$ cat src/sv/lphi_pkg.sv
`timescale 1ns / 1ps
package lphi_pkg;

  // Table depth must be a power of two; slot arithmetic wraps on the address width.
  localparam int TABLE_DEPTH = 8192;
  localparam int ADDR_W      = $clog2(TABLE_DEPTH);
  localparam int KEY_W       = 32;
  localparam int CAP_W       = 13;
  localparam int SLOT_W      = 13;
  localparam int COUNT_W     = 13;
  localparam int TDATA_W     = 32;

  localparam logic [CAP_W-1:0] CAP_RESET = CAP_W'(6144);
  localparam logic [KEY_W-1:0] HASH_MULT = 32'd2654435761;

  typedef enum logic [1:0] {
    ST_NONE     = 2'd0,
    ST_HIT      = 2'd1,
    ST_INSERTED = 2'd2,
    ST_FULL     = 2'd3
  } status_t;

  typedef struct packed {
    logic    load_in;
    logic    hash;
    logic    rd;
    logic    adv;
    logic    ins;
    logic    clr_wr;
    logic    set_res;
    status_t res_code;
    logic    out_load;
  } cmd_t;

  typedef struct packed {
    logic key_valid;
    logic match;
    logic empty;
    logic cap_reached;
    logic probe_last;
    logic clr_last;
    logic out_free;
  } stat_t;

endpackage

$ cat src/sv/lphi_ctrl.sv
`timescale 1ns / 1ps
module lphi_ctrl
  import lphi_pkg::*;
(
  input  logic  clk,
  input  logic  rst,
  input  logic  in_valid,
  output logic  in_ready,
  input  stat_t stat,
  output cmd_t  cmd
);

  typedef enum logic [2:0] {
    S_CLEAR,
    S_IDLE,
    S_HASH,
    S_READ,
    S_CHECK,
    S_DONE
  } state_t;

  state_t state, state_next;

  always_ff @(posedge clk) begin
    if (rst) begin
      state <= S_CLEAR;
    end else begin
      state <= state_next;
    end
  end

  assign in_ready = (state == S_IDLE);

  always_comb begin
    state_next   = state;
    cmd          = '0;
    cmd.res_code = ST_NONE;
    unique case (state)
      S_CLEAR: begin
        cmd.clr_wr = 1'b1;
        if (stat.clr_last) begin
          state_next = S_IDLE;
        end
      end
      S_IDLE: begin
        if (in_valid) begin
          cmd.load_in = 1'b1;
          state_next  = S_HASH;
        end
      end
      S_HASH: begin
        if (stat.key_valid) begin
          cmd.hash   = 1'b1;
          state_next = S_READ;
        end else begin
          cmd.set_res  = 1'b1;
          cmd.res_code = ST_NONE;
          state_next   = S_DONE;
        end
      end
      S_READ: begin
        cmd.rd     = 1'b1;
        state_next = S_CHECK;
      end
      S_CHECK: begin
        priority if (stat.match) begin
          cmd.set_res  = 1'b1;
          cmd.res_code = ST_HIT;
          state_next   = S_DONE;
        end else if (stat.empty) begin
          cmd.set_res = 1'b1;
          if (stat.cap_reached) begin
            cmd.res_code = ST_FULL;
          end else begin
            cmd.ins      = 1'b1;
            cmd.res_code = ST_INSERTED;
          end
          state_next = S_DONE;
        end else if (stat.probe_last) begin
          // whole table walked, no room
          cmd.set_res  = 1'b1;
          cmd.res_code = ST_FULL;
          state_next   = S_DONE;
        end else begin
          cmd.adv    = 1'b1;
          state_next = S_READ;
        end
      end
      S_DONE: begin
        if (stat.out_free) begin
          cmd.out_load = 1'b1;
          state_next   = S_IDLE;
        end
      end
      default: begin
        state_next = S_CLEAR;
      end
    endcase
  end

endmodule

$ cat config.mk
export PLATFORM = sky130hd
export DESIGN_NAME = lphi_ctrl
export DESIGN_NICKNAME = d
export VERILOG_FILES = /design/src/sv/lphi_pkg.sv /design/src/sv/lphi_ctrl.sv
export SDC_FILE = /design/constraint.sdc
export NUM_CORES = 1
export LEC_CHECK = 0
export BUFFER_PORTS_ARGS = -buffer_cell sky130_fd_sc_hd__clkbuf_2
export CAP_MARGIN = 20
export CORE_AREA = 5 5 42 44
export DETAILED_ROUTE_END_ITERATION = 8
export DIE_AREA = 0 0 47 49
export GPL_TIMING_DRIVEN = 1
export RECOVER_POWER = 100
export SYNTH_ARGS = -nofsm -noshare
export SYNTH_HDL_FRONTEND = slang
export SYNTH_SLANG_ARGS = --single-unit
$ cat constraint.sdc
create_clock -name clk -period 1.75 [get_ports clk]
set_input_delay 0 -clock clk [delete_from_list [all_inputs] [get_ports clk]]
set_output_delay 0 -clock clk [all_outputs]
set_load 0.02 [all_outputs]
---- Word-level counts from Yosys, hierarchy flattened ----
Index checks and enable logic that the tools add are counted.
Widths: inputs -> output; s select.
storage, ports and cells
  word-level logic and storage cells ...... 39
  input bits .............................. 10
  bits in registers ....................... 3
cells by class
  reduce and logical (&&, ||, !) cells .... 2
  multiplexer cells ....................... 28
  equal/unequal tests ..................... 8
operators by type and width
  cell                count
  $mux 3              11
  $pmux 3 s6          1
  $mux 1              13
  $eq 3x2->1 const B  2
  $eq 3x3->1 const B  2
  $ne 2x2->1 const B  3
  $pmux 3 s2          1
  $mux 2              2
  $eq 3x1->1 const B  1
  $logic_not 3->1     1
  $reduce_and 3->1    1

---- Longest topological paths before layout ----
Gate-level depths: netlist (run 1).
  word-level depth ........................ 4
  mapped depth ............................ 4
  gate-level depth less buffers ........... 3

---- Worst setup path after synthesis (run 1) ----
Ideal clock, no wire load.
  kind .................................... register -> register
  start point ............................. reg state[0]
  end point ............................... reg state[1]
  setup time .............................. 0.061 ns
  data arrival time ....................... 1.335 ns
  clock period less this slack ............ 1.396 ns
  buffers on the path ..................... 1
  stages on the path, launching flop included .. 5
  path slack .............................. 0.354 ns
  cells stage by stage .................... dfxtp_1 -> buf_6 -> or4b_4 -> nor3_4 -> o31a_1
between the ends
  cells in the longest elaborated chain, start to end .. 3
  elaborated cells between the ends (all ways) .. 11
ends and longest elaborated chain
  element                                   RTL line         source
  start: declaration                        lphi_ctrl.sv:22  state_t state, state_next;
  start signal: assignment                  lphi_ctrl.sv:28  state <= state_next;
  $eq 3x3->1, or another cell as far along  lphi_ctrl.sv:38  unique case (state)
  $ne 2x2->1 (no line)                      --
  $reduce_and 3->1 (no line)                --
Several ways; a longest one is shown, not always the timed one.
A chain may end at the register's enable or synchronous reset.

==> qor.yml, run 1 <==
regMostFlops: "state"
r2r-end: "state[1]"
wl_per_cell_microns: 10.1
path_max_fanout: 10
ir_drop_v: 0.000277
cts_max_level: 1
cp_cell_sequence: "or4b_1 > nor3_4 > clkbuf_2"
worst_slew_pin_slew_ns: 0.628
fmax_mhz: 628
clk_pin_slew_ns: 0.04
die_h_microns: 49
synth_top_area_cell: "dfxtp_1"
cts_buffers: 3
die_w_microns: 47
worst_path_max_delay_cell: "or4b_1"
antenna_found_initial: 0
hold-worst-slack_ns: 0.0865
synth_area_sq_um: 279
drtIter0Drc: 2
hold_start: "stat[0]"
crit_required_ns: 1.75
floorplan.initialDensity_pct: 19.9
io_pins: 21
fin_tns_setup_ns: 0
grt_pass1_wl_microns: 1260
wirelength_microns: 781
fillers: 170
worst-path-buf-inv: 1
p_per_area_nw_per_um2: 719
synthFlopType: "dfxtp_1"
num_antenna_cells: 0
critPathLaunchType: "register"
criticalPathCategory: "register to primary output"
grt_max_degree: 11
ff2ff_setup_slack_ns: 0.39
synth_nets: 47
track_usage_pct: 7.46
cts-root-buf: "clkbuf_4"
multi_input_area_sq_um: 196
maxSlewViolCount: 0
r2r_start: "state[0]"
setup_viol: 0
hold_path_class: "primary input to register"
dr.pass1.iters: 4
synth_commonest_cells: "nor2_1, a21oi_1, dfxtp_1, nand2b_1"
layout.nets: 72
status: "completed"
grt_pass1_vias: 314
largest_register_ffs: 3
skew_ns: 0.0000610
synth_most_common_cell: "nor2_1"
whs_endpoint: "state[2]"
ys_ff_latch: 3
syn_avg_cell_area_sq_um: 7.54
synthTopCellsByArea: "dfxtp_1, nor2_1, nand2b_1"
yosys_warnings: 0
die-area_sq_um: 2300
r2r_cells: 3
synth.distinct_cells: 20
cts_tree: "built"
rsz0062_at_grt: "no"
core_area_sq_um: 1400
fp-row-count: 14
clock_sinks: 3
drive_above_1_share_pct: 26.2
whs_path_depth: 3
final.period_utilization_pct: 91.0
ant_nets: 0
syn_inst: 37
critPathCaptureType: "primary output"
yosysSeqAreaShare_pct: 21.5
fin_util_pct: 29.3
seq_area_sq_um: 60.1
synth_edf_count: 0
top_regs: "state (3)"
fin_crit_ns: 1.59
grt_overflow: 0
vias: 325
cap_violations: 0
place.gp.congestion: 0.713
yosys.area.top_type_share_pct: 21.5
final_hold_viol_count: 0
area_growth_pct: 47.1
routed_via_density: 4.22
cp_top_family: "simple AND/OR/NAND/NOR gates"
p_leak_nw: 0.177
drc: 0
critPathMaxStageDelay_ns: 0.62
numPortBuffers: 20
slew_headroom_pct: 57.6
clock_latency_ns: 0.23
clk_path_buf_depth: 2
worstPathArrival_ns: 1.59
async_flop_share_pct: 0
kinds of logic (layout without fill, tap and decap cells):
| group | count (synthesis) | count (layout) | synth area share, % |
|---|---|---|---|
| AOI/OAI and AO/OA | 9 | 9 | 22.9 |
| DFF | 3 | 3 | 21.5 |
| buffers and inverters | 3 | 27 | 6.73 |
| muxes | 1 | 1 | 3.59 |
| and+or+nand+nor | 21 | 21 | 45.3 |
how the worst max path moves through the flow:
stage / from / to / slack (ns) / cells after the start
2_1_floorplan: state[0] / state[1] / 0.35 / 4
3_3_place_gp: state[0] / cmd[6] / 0.48 / 3
3_5_place_dp: state[0] / cmd[6] / 0.46 / 3
4_1_cts: state[0] / cmd[6] / 0.20 / 3
5_1_grt: state[0] / cmd[9] / 0.08 / 4
6_report: state[0] / cmd[6] / 0.16 / 3
placed cells by master (no fill, tap or decap), drive strengths merged, types with 2 or more instances in the layout:
cell / count
a21oi: 3
clkbuf: 24
dfxtp: 3
inv: 2
nand2b: 3
nor2: 9
nor2b: 2
nor3: 3
per-stage QoR:
stage / instances / total power, mW / cell area [sq um] / worst slack (ns)
5_1_grt: 77 / 0.324 / 410 / 0.0776
6_report: 77 / 0.295 / 410 / 0.157
4_1_cts: 77 / 0.308 / 424 / 0.201
2_1_floorplan: 37 / 0.150 / 279 / 0.354
3_5_place_dp: 72 / 0.180 / 388 / 0.461
3_3_place_gp: 72 / 0.179 / 388 / 0.478
power breakdown:
group,internal [mW],total [mW],switching (mW),leakage (nW)
clock,0.0854,0.120,0.0346,0.0150
combinational,0.0375,0.0881,0.0506,0.138
sequential,0.0747,0.0871,0.0124,0.0246
worst reg2reg max path, stage by stage (launching register included):
cell     delay (ns)
dfxtp_1        0.39
or4b_1         0.62
nor3_4         0.16
o31a_1         0.13
area by class of cell:
cell class,instances,area share [%]
Clock buffer,4,6.40
Inverter,2,1.83
Multi-Input combinational cell,31,47.9
Sequential cell,3,14.6
Tap cell,16,4.88
Timing Repair Buffer,21,24.4
timing repair:
action / 4_1_cts / 5_1_grt
hold endpoints to repair: 2 / 0
resized for setup: 0 / 0
buffers inserted: 0 / 0
hold buffers: 1 / 0
layer usage:
metal | track usage (%) | wire [microns] | vias to the layer above
met4 | 5.53 | 0 | 0
met1 | 9.23 | 333 | 134
met2 | 9.73 | 357 | 12
li1 | - | - | 179
met5 | 0 | 0 | -
met3 | 3.32 | 90 | 0
Power figures use the tool's default switching activity.
==> inputs of run 2 (changes only) <==
==> constraint.sdc (replaced) <==
create_clock -name clk -period 1.75 [get_ports clk]
set_input_delay 0.175 -clock clk [delete_from_list [all_inputs] [get_ports clk]]
set_output_delay 0.175 -clock clk [all_outputs]
set_load 0.02 [all_outputs]
==> run 2 against run 1 <==
Non-clock buffer count unchanged. Via count increased by 4.0%. Critical path depth unchanged. Setup slack lost 0.052 ns. Maximum frequency decreased by 3.2%. Final cell count unchanged. Hold slack gained 0.044 ns. Clock-buffer cell count unchanged. Sequential cell count is the same. Cell area grew 2.7%. Core utilization grew 0.80 points. Global-route usage up 0.56 points. Critical path type unchanged.
==> qor.yml, run 2 (synthesis gave the netlist of run 1 again) <==
status: "completed"  # unchanged
wl_per_cell_microns: 10.3  # was 10.1 microns
worst_slack_ns: 0.105  # was 0.157 ns
criticalPathCategory: "register to primary output"  # unchanged
mostFrequentLayoutCell: "clkbuf_2"  # unchanged
post_cts_buffers: 0  # unchanged
top_regs: "state (3)"  # unchanged
maxSlewViolCount: 0  # unchanged
cap_violations: 0  # unchanged
regMostFlops: "state"  # unchanged
antenna_found_initial: 0  # unchanged
numPortBuffers: 20  # unchanged
track_usage_pct: 8.03  # was 7.46%
final_cells: 77  # unchanged
ir_drop_v: 0.000284  # was 0.000277 V
skew_ns: 0.00368  # was 0.0000610 ns
die_h_microns: 49  # unchanged
setup_viol: 0  # unchanged
hold-worst-slack_ns: 0.130  # was 0.0865 ns
clock_latency_ns: 0.24  # was 0.23 ns
final.period_utilization_pct: 94.0  # was 91.0%
worst_path_max_delay_cell: "or4b_4"  # was or4b_1
cp_cell_sequence: "or4b_4 > nor3_4 > buf_4"  # was or4b_1 > nor3_4 > clkbuf_2
cts_hold_buf: 0  # was 1
dr.pass1.iters: 1  # was 4
wirelength_microns: 792  # was 781 microns
slew_headroom_pct: 78.8  # was 57.6%
cp_top_family: "simple AND/OR/NAND/NOR gates"  # unchanged
clock_sinks: 3  # unchanged
grt_overflow: 0  # unchanged
largest_register_ffs: 3  # unchanged
multi_input_area_sq_um: 200  # was 196 sq um
cts_tree: "built"  # unchanged
grt_pass1_wl_microns: 1310  # was 1260 microns
layout.nets: 72  # unchanged
floorplan.initialDensity_pct: 19.9  # unchanged
routed_via_density: 4.39  # was 4.22
grt_max_degree: 11  # unchanged
critPathLaunchType: "register"  # unchanged
drtIter0Drc: 0  # was 2
fin_tns_setup_ns: 0  # unchanged
seq_area_sq_um: 63.8  # was 60.1 sq um
p_per_area_nw_per_um2: 715  # was 719 nW/um^2
cts_resized: 0  # unchanged
hold_path_class: "primary input to register"  # unchanged
critPathCaptureType: "primary output"  # unchanged
cts_max_level: 1  # unchanged
die_w_microns: 47  # unchanged
core_area_sq_um: 1400  # unchanged
hpwl_microns: 656
drc: 0  # unchanged
cts_buffers: 3  # unchanged
fin_crit_ns: 1.65  # was 1.59 ns
drive_above_1_share_pct: 39.3  # was 26.2%
fp-row-count: 14  # unchanged
grt_pass1_vias: 325  # was 314
worst_slew_pin_slew_ns: 0.316  # was 0.628 ns
cts-root-buf: "clkbuf_4"  # unchanged
clk_pin_slew_ns: 0.04  # about the same
layout_common_cells: "clkbuf_2, nor2_1, clkbuf_1"  # unchanged
rsz0062_at_grt: "no"  # unchanged
clk_path_buf_depth: 2  # unchanged
worst-path-buf-inv: 1  # unchanged
path_max_fanout: 9  # was 10
io_pins: 21  # unchanged
dp_cells: 73  # was 72
p_leak_nw: 0.191  # was 0.177 nW
place.gp.congestion: 0.764  # was 0.713
fin_util_pct: 30.1  # was 29.3%
num_antenna_cells: 0  # unchanged
area_growth_pct: 51.1  # was 47.1%
vias: 338  # was 325
fillers: 177  # was 170
worstPathArrival_ns: 1.47  # was 1.59 ns
crit_required_ns: 1.57  # was 1.75 ns
ant_nets: 0  # unchanged
final_hold_viol_count: 0  # unchanged
critPathMaxStageDelay_ns: 0.57  # was 0.62 ns
die-area_sq_um: 2300  # unchanged
fmax_mhz: 608  # was 628 MHz
place_ws_ns: 0.280  # was 0.461 ns
==> run 2: cell types whose count changed in the layout (fill, tap and decap cells not counted), sizes merged <==
| cell | change |
|---|---|
| buf | +2 |
| clkbuf | -1 |
| dlygate4sd3 | -1 |
==> run 2: cell type report <==
type / instances / share of cell area, %
well taps: 16 / 4.75
repair buffers: 21 / 24.6
flip-flops and latches: 3 / 15.1
multi-input cells: 31 / 47.5
inverters: 2 / 1.78
clock buffers: 4 / 6.23
==> run 2: per-stage QoR <==
stage	power (mW)	instance area [sq um]
2_1_floorplan	0.150	279
3_3_place_gp	0.181	395
3_5_place_dp	0.181	395
4_1_cts	0.314	422
5_1_grt	0.333	422
6_report	0.301	422
==> run 2: path summary, 6_finish.rpt <==
path	to	start	depth (start not counted)	slack [ns]
max	cmd[6]	state[1]	3	0.10
min	state[2]	rst	2	0.13
max reg2reg	state[1]	state[1]	3	0.49
min reg2reg	state[0]	state[2]	2	0.59
==> run 2: per-layer routing <==
layer | GRT usage [%] | share of wire (%) | up-vias | wire length, microns
met5 | 0 | 0 | - | 0
met4 | 6.91 | 3.7 | 0 | 29
met3 | 3.32 | 13 | 3 | 102
met2 | 11.1 | 44 | 15 | 352
met1 | 9.01 | 39 | 144 | 307
li1 | - | - | 176 | -
==> run 2: report_power, final <==
| part | internal [mW] | leakage (nW) | switching [mW] |
|---|---|---|---|
| logic | 0.0390 | 0.151 | 0.0498 |
| clock network | 0.0856 | 0.0150 | 0.0381 |
| registers | 0.0760 | 0.0258 | 0.0129 |
| total | 0.201 | 0.191 | 0.101 |
==> inputs of run 3 (changes only) <==
Settings changed: ABC_AREA from default to 1, CTS_CLUSTER_DIAMETER from default to 120, SLEW_MARGIN from default to 10.
==> run 3 against run 2 <==
Non-clock buffer count fell by 1. Combinational power increased by 120%. Synthesized cell count is 59% higher. Largest power group is now combinational logic.
==> qor.yml, run 3 <==
status: "completed"  # unchanged
num_antenna_cells: 0  # unchanged
die-area_sq_um: 2300  # unchanged
cap_violations: 0  # unchanged
slew_headroom_pct: 76.8  # was 78.8%
synth_area_sq_um: 334  # was 279 sq um
ir_drop_v: 0.000544  # was 0.000284 V
die_h_microns: 49  # unchanged
die_w_microns: 47  # unchanged
async_flop_share_pct: 0  # unchanged
top_layer: "met3"  # was met4
drive_above_1_share_pct: 32.9  # was 39.3%
wl_met2_microns: 371  # was 352 microns
numPortBuffers: 20  # unchanged
synthFlopType: "dfxtp_1"  # unchanged
wirelength_microns: 842  # was 792 microns
fin_tns_setup_ns: 0  # unchanged
wl_met3_microns: 94  # was 102 microns
cts_max_level: 1  # unchanged
routed_via_density: 4.18  # was 4.39
regMostFlops: "state"  # unchanged
synthTopCellsByArea: "dfxtp_1, inv_1, nand3_1"  # was dfxtp_1, nor2_1, nand2b_1
cts_resized: 0  # unchanged
syn_inst: 59  # was 37
grt_pass1_wl_microns: 1270  # was 1310 microns
hold-worst-slack_ns: 0.140  # was 0.130 ns
fp-row-count: 14  # unchanged
io_pins: 21  # unchanged
clock_latency_ns: 0.23  # was 0.24 ns
yosys.area.top_type_share_pct: 18.0  # was 21.5%
layout.nets: 93  # was 72
dp_cells: 94  # was 73
ys_ff_latch: 3  # unchanged
area_growth_pct: 39.7  # was 51.1%
cts_tree: "built"  # unchanged
place.gp.congestion: 0.852  # was 0.764
critPathLaunchType: "register"  # unchanged
dr.pass1.iters: 4  # was 1
vias: 410  # was 338
skew_ns: 0.000743  # was 0.00368 ns
synth_edf_count: 0  # unchanged
fin_crit_ns: 1.58  # was 1.65 ns
cts_hold_buf: 0  # unchanged
largest_register_ffs: 3  # unchanged
criticalPathCategory: "register to primary output"  # unchanged
cts-root-buf: "clkbuf_4"  # unchanged
hpwl_microns: 717  # was 656 microns
layout_common_cells: "inv_1, clkbuf_2, nor2_1, nand2_1, clkbuf_1"  # was clkbuf_2, nor2_1, clkbuf_1
synth_most_common_cell: "inv_1"  # was nor2_1
final_hold_viol_count: 0  # unchanged
drtIter0Drc: 6  # was 0
syn_avg_cell_area_sq_um: 5.66  # was 7.54 sq um
final.period_utilization_pct: 90.3  # was 94.0%
grt_max_degree: 9  # was 11
ant_nets: 0  # unchanged
p_leak_nw: 0.279  # was 0.191 nW
path_max_fanout: 6  # was 9
rsz0062_at_grt: "no"  # unchanged
synth.distinct_cells: 17  # was 20
yosys_warnings: 0  # unchanged
grt_pass1_vias: 353  # was 325
top_regs: "state (3)"  # unchanged
clock_sinks: 3  # unchanged
wl_per_cell_microns: 8.59  # was 10.3 microns
floorplan.initialDensity_pct: 23.8  # was 19.9%
critPathCaptureType: "primary output"  # unchanged
fin_total_pwr_uw: 423  # was 301 uW
synth_commonest_cells: "inv_1, nand2_1, nor2_1, nand3_1, inv_2"  # was nor2_1, a21oi_1, dfxtp_1, nand2b_1
mostFrequentLayoutCell: "inv_1"  # was clkbuf_2
crit_required_ns: 1.57  # about the same
hold_path_class: "primary input to register"  # unchanged
fmax_mhz: 633  # was 608 MHz
clk_path_buf_depth: 2  # unchanged
core_area_sq_um: 1400  # unchanged
synth_top_area_cell: "dfxtp_1"  # unchanged
p_per_area_nw_per_um2: 907  # was 715 nW/um^2
final_cells: 98  # was 77
grt_overflow: 0  # unchanged
drc: 0  # unchanged
setup_viol: 0  # unchanged
yosysSeqAreaShare_pct: 18.0  # was 21.5%
clk_pin_slew_ns: 0.04  # about the same
synth_nets: 69  # was 47
design_area_sq_um: 467  # was 422 sq um
worst_slew_pin_slew_ns: 0.347  # was 0.316 ns
worstPathArrival_ns: 1.41  # was 1.47 ns
track_usage_pct: 7.59  # was 8.03%
placed_cell_area_sq_um: 449  # was 395 sq um
maxSlewViolCount: 0  # unchanged
wl_met1_microns: 375  # was 307 microns
antenna_found_initial: 0  # unchanged
post_cts_buffers: 0  # unchanged
cts_buffers: 3  # unchanged
[run 3: cell types whose count changed in the layout (fill, tap and decap cells not counted), moves of 3 or more]
cell,previous run,this run
inv_2,0,3
dfxtp_2,3,0
nand2b_1,3,0
inv_1,2,14
dfxtp_1,0,3
nand2_1,0,8
nand3_1,0,7
[run 3: final timing paths]
check | from | end | slack (ns) | cells after the start
worst max-delay path | state[2] | cmd[5] | 0.17 | 5
worst max register to register | state[1] | state[1] | 0.50 | 6
worst min-delay path | rst | state[1] | 0.14 | 2
worst min register to register | state[0] | state[0] | 0.56 | 2
[run 3: layer usage]
metal / GRT usage [%] / up-vias
met3: 5.17 / 0
met2: 10.2 / 17
li1: - / 225
met4: 2.76 / 0
met5: 0 / -
met1: 9.39 / 168
[run 3: area by class of cell]
type                            count  area, sq um
Clock buffer                        4         26.3
Tap cell                           16         20.0
Multi-Input combinational cell     38          205
Inverter                           17         63.8
Fill cell                         166          935
Sequential cell                     3         60.1
Timing Repair Buffer               20         91.3
[run 3: worst max-delay path, cell delays in order (launching register included)]
cell      delay (ns)
dfxtp_1         0.46
inv_2           0.07
nor3_2          0.22
inv_1           0.09
nor2_1          0.09
clkbuf_1        0.24
[run 3: through the flow]
| step | worst slack [ns] | util, % |
|---|---|---|
| after global placement | 0.450 | 32.1 |
| after floorplan | 0.317 | - |
| after global routing | 0.0556 | 33.3 |
| final | 0.170 | 33.3 |
| after CTS | 0.152 | 33.9 |
| after detailed placement | 0.399 | 32.1 |
[run 3: report_power, final]
group | switching (mW) | internal, mW
sequential | 0.0267 | 0.0810
clock | 0.0330 | 0.0853
combinational | 0.130 | 0.0677
total | 0.189 | 0.234
[run 3: cell families after synthesis]
kind of cell,after synthesis,synth area share [%]
compound gates,2,2.99
buf+inv,18,20.6
flops,3,18.0
simple gates,36,58.4
